`config.mk`:
```
export PLATFORM = sky130hd
export DESIGN_NAME = tcs_addr
export DESIGN_NICKNAME = d
export VERILOG_FILES = /design/src/hdl/tcs_pkg.sv /design/src/hdl/tcs_addr.sv
export SDC_FILE = /design/constraint.sdc
export NUM_CORES = 1
export LEC_CHECK = 0
export BUFFER_PORTS_ARGS = -buffer_cell sky130_fd_sc_hd__buf_2
export CORE_UTILIZATION = 50
export DETAILED_ROUTE_END_ITERATION = 12
export GPL_TIMING_DRIVEN = 0
export MAX_ROUTING_LAYER = met4
export PLACE_DENSITY = 0.86
export REMOVE_ABC_BUFFERS = 1
export SLEW_MARGIN = 20
export SYNTH_ARGS = -nofsm -noshare
export SYNTH_HDL_FRONTEND = slang
export SYNTH_SLANG_ARGS = --single-unit
```
`constraint.sdc`:
```
create_clock -name vclk -period 19.53
set_input_delay 5.859 -clock vclk [all_inputs]
set_output_delay 5.859 -clock vclk [all_outputs]
set_load 0.05 [all_outputs]
```
`src/hdl/tcs_pkg.sv`:
```
package tcs_pkg;

  localparam int COLUMNS       = 80;
  localparam int ROWS          = 25;
  localparam int HISTORY_LINES = 256;

  localparam int COL_W     = $clog2(COLUMNS);
  localparam int ROW_W     = $clog2(ROWS);
  localparam int SCR_DEPTH = ROWS * COLUMNS;
  localparam int SCR_AW    = $clog2(SCR_DEPTH);
  localparam int HIST_DEPTH = HISTORY_LINES * COLUMNS;
  localparam int HIST_AW   = $clog2(HIST_DEPTH);
  localparam int LINE_W    = (HISTORY_LINES > 1) ? $clog2(HISTORY_LINES) : 1;
  localparam int CNT_W     = $clog2(HISTORY_LINES + 1);

  localparam logic [2:0] FN_PRINT  = 3'd0;
  localparam logic [2:0] FN_POKE   = 3'd1;
  localparam logic [2:0] FN_UP     = 3'd2;
  localparam logic [2:0] FN_DOWN   = 3'd3;
  localparam logic [2:0] FN_CLEAR  = 3'd4;
  localparam logic [2:0] FN_READ   = 3'd5;

  localparam logic [7:0] CH_NEWLINE   = 8'd10;
  localparam logic [7:0] CH_BACKSPACE = 8'd8;
  localparam logic [7:0] CH_SPACE     = 8'd32;
  localparam logic [7:0] BLANK_ATTR_RESET = 8'd15;

  typedef enum logic [2:0] {
    ST_CLR,
    ST_IDLE,
    ST_EXEC,
    ST_SCR_RD,
    ST_SCR_WR,
    ST_RD_CAP,
    ST_FIN
  } state_e;

endpackage

```
`src/hdl/tcs_addr.sv`:
```
module tcs_addr (
  input  logic [tcs_pkg::ROW_W-1:0]  top_i,
  input  logic [tcs_pkg::ROW_W-1:0]  row_i,
  input  logic [tcs_pkg::COL_W-1:0]  col_i,
  output logic [tcs_pkg::SCR_AW-1:0] addr_o
);

  logic [tcs_pkg::ROW_W:0]   sum;
  logic [tcs_pkg::ROW_W-1:0] prow;

  always_comb begin
    sum = {1'b0, top_i} + {1'b0, row_i};
    if (int'(sum) >= tcs_pkg::ROWS) begin
      prow = tcs_pkg::ROW_W'(int'(sum) - tcs_pkg::ROWS);
    end else begin
      prow = sum[tcs_pkg::ROW_W-1:0];
    end
    addr_o = tcs_pkg::SCR_AW'(int'(prow) * tcs_pkg::COLUMNS + int'(col_i));
  end

endmodule

```
After elaboration in Yosys (flattened, before gate mapping)
Cells that the tools add are included.
{"block": "op_classes", "add_sub_neg": 3, "multipliers": 1, "n_lt_le_gt_ge": 1, "mux": 1}
{"operator": "11-bit by 7-bit adder with 11-bit output", "n": 1}
{"operator": "5-bit by 3-bit multiplier with 7-bit output (second input constant)", "n": 1}
{"operator": "5-bit by 5-bit adder with 6-bit output", "n": 1}
{"operator": "6-bit by 5-bit greater-or-equal comparator with 1-bit output (second input constant)", "n": 1}
{"operator": "5-bit two-way mux", "n": 1}
{"operator": "5-bit subtractor (second input constant)", "n": 1}
{"block": "totals", "regBits": 0, "inputBits": 17, "word_cells": 6}

Depth between registers and ports, before layout
{"block": "logic_depth", "word_depth": 5, "mapped_depth": 17, "depth_no_buf": 17}

Worst setup path after synthesis
No wires, ideal clock.
{"block": "synth_timing", "path_type": "in2out", "start": "input top_i[0] (netlist bit)", "end": "output addr_o[10] (netlist bit)", "arrival_ns": 10.201, "slack_ns": 3.470, "cell_stages": 16, "n_path_buf": 0, "cell_sequence": "ha_1 -> fa_1 -> inv_1 -> ha_1 -> o31a_1 -> a41o_1 -> nor2_2 -> mux2_1 -> ha_1 -> ha_1 -> fa_1 -> nand2_1 -> nor2b_1 -> nor3b_1 -> a221oi_1 -> xnor2_1"}
{"block": "synth_via", "elab_chain_cells": 5, "elab_cells_between_ends": 6}
{"item": "from (decl)", "line_no": "tcs_addr.sv:2", "source": "input logic [tcs_pkg::ROW_W-1:0] top_i,"}
{"item": "5-bit by 5-bit adder with 6-bit output *", "line_no": "tcs_addr.sv:12", "source": "sum = {1'b0, top_i} + {1'b0, row_i};"}
{"item": "5-bit subtractor / 6-bit by 5-bit greater-or-equal comparator with 1-bit output (equally long branches)", "line_no": "tcs_addr.sv:14, tcs_addr.sv:13"}
{"item": "5-bit two-way mux *", "line_no": "tcs_addr.sv:13", "source": "if (int'(sum) >= tcs_pkg::ROWS) begin"}
{"item": "5-bit by 3-bit multiplier with 7-bit output *", "line_no": "tcs_addr.sv:18", "source": "addr_o = tcs_pkg::SCR_AW'(int'(prow) * tcs_pkg::COLUMNS + int'(col_i));"}
{"item": "11-bit by 7-bit adder with 11-bit output *", "line_no": "tcs_addr.sv:18"}
{"item": "to (decl)", "line_no": "tcs_addr.sv:5", "source": "output logic [tcs_pkg::SCR_AW-1:0] addr_o"}
Mark *: on every way between the ends. The rest lies on a longest branch, timed or not.

Final worst setup path
Same ends and word-level chain as after synthesis.

==> metrics.csv <==
metric,value,unit
start_util,0.571,
grt_pass1_vias,554,
cts_hold_buf,0,
period_minus_slack,16.21,ns
ios,28,
dp_hpwl,1070,um
placementRows,12,
gp_congestion,0.711,
fin_tns_setup,0,ns
n_clock_buffer,0,
setup_violations,0,
worst_slew_pin_slew,0.574,ns
hp-class,input pin to output pin,
synth_top_cell_by_area,ha_1,
path_class,input pin to output pin,
finalCritPeriodShare,0.830,
path_delay_family,adder cells,
crit_path_frequent_cell,ha_1,
status,"complete, no violations",
grt_overflow,0,
viasPerCell,5.72,
hold_viol,0,
seq_cell_count,0,
drt_iter0_markers,2,
synth_most_common_cell,ha_1,
first_pass_iters,2,
syn_inst,78,
synthTopCellsByCount,"ha_1, xnor2_1, a21oi_1",
port_buffers,20,
finalMaxSlewViolations,0,
yosys.area.top_type_share,0.300,
worst_path_max_delay_cell,fa_1,
synth_area,668,sq um
gr-usage-met2,0.358,
syn_to_final_growth,13.1,%
cp.arrival,10.35,ns
grt_use_met1,0.226,
end_kind,output pin,
startpoint_type,input pin,
diodes,0,
drive_gt1_frac,0.234,
grt_antenna_before_repair,0,
seq_area_frac_synth,0,
path_buf_inv,3,
fmax,61.7,MHz
dieHeight,38.6,um
routed_wl,1200,um
grt_pass1_wl,2090,um
ys_warn_count,0,
seq_area,0,sq um
grt_util_met3,0.0174,
worstPathRequired,13.67,ns
vias,618,
rsz0062_at_grt,no,
post_drt_wl_per_cell,11.1,um
cp_max_fo,3,
die_x,38.6,um
syn_avg_cell_area,8.57,sq um
synthTopCellsByArea,"ha_1, xnor2_1, fa_1",
drc,0,
ant_nets,0,
ys_types,29,
dieArea,1490,sq um
cts_resized,0,
grt_use_total,0.193,
slew-limit-headroom,0.614,
num-nets-final,132,
postCtsSetupBuffers,0,
path_cells,buf_2 -> ha_1 -> fa_1 -> inv_1 -> ha_1 -> o31a_1 -> a41o_1 -> nor2_2 -> mux2_1 -> ha_1 -> ha_1 -> fa_1 -> nand2_1 -> nor2b_1 -> o21ai_0 -> a221oi_1 -> xnor2_1 -> buf_2,
grt-busiest-layer,met2,
slowest_delay,0.54,ns
grt_max_degree,8,
drv_cap,0,
coreArea,1170,sq um
## cells by family (layout without fill, tap and decap cells)
logic type      Yosys count  after routing  synth area share
compound gates           23             23             0.234
xor+xnor                 10             10             0.131
fa+ha+maj                19             19             0.390
buf+inv                   9             25            0.0730
mux                       2              2            0.0506
simple gates             15             15             0.122
## through the flow
| stage | utilization | instance area [sq um] | hold slack [ns] | std cells | setup slack, ns |
|---|---|---|---|---|---|
| after floorplan | - | 638 | 11.72 | 74 | 3.47 |
| after global placement | 0.645 | 756 | 11.72 | 108 | 3.42 |
| after detailed placement | 0.645 | 756 | 11.72 | 108 | 3.33 |
| after CTS | 0.645 | 756 | 11.72 | 108 | 3.31 |
| after global routing | 0.645 | 756 | 11.72 | 108 | 3.05 |
| final | 0.645 | 756 | 11.72 | 108 | 3.32 |
## cell type report
cell class                 count  area (sq um)
fill                         108           415
multi-input combinational     69           619
inverter                       5          18.8
tap                           14          17.5
timing repair buffer          20           100
## cells in the final DEF (no fill, tap or decap), types with 4 or more instances in the layout
cell type	instances
xnor2_1	8
a21oi_1	6
ha_1	16
inv_1	5
o21ai_0	4
buf_2	20
## per-layer routing
metal | wire, um | up-vias
li1 | - | 323
met1 | 558 | 275
met2 | 582 | 18
met3 | 42 | 2
met4 | 16 | 0
met5 | 0 | -
## path summary, 6_finish.rpt
path                  from         end  slack (ns)  cells after the start
setup / recovery  top_i[0]  addr_o[10]        3.32                     18
hold / removal    col_i[2]   addr_o[2]       11.72                      0
Power is not shown: default switching activity piles up to over one toggle a cycle in this logic, so the estimate is an artifact.
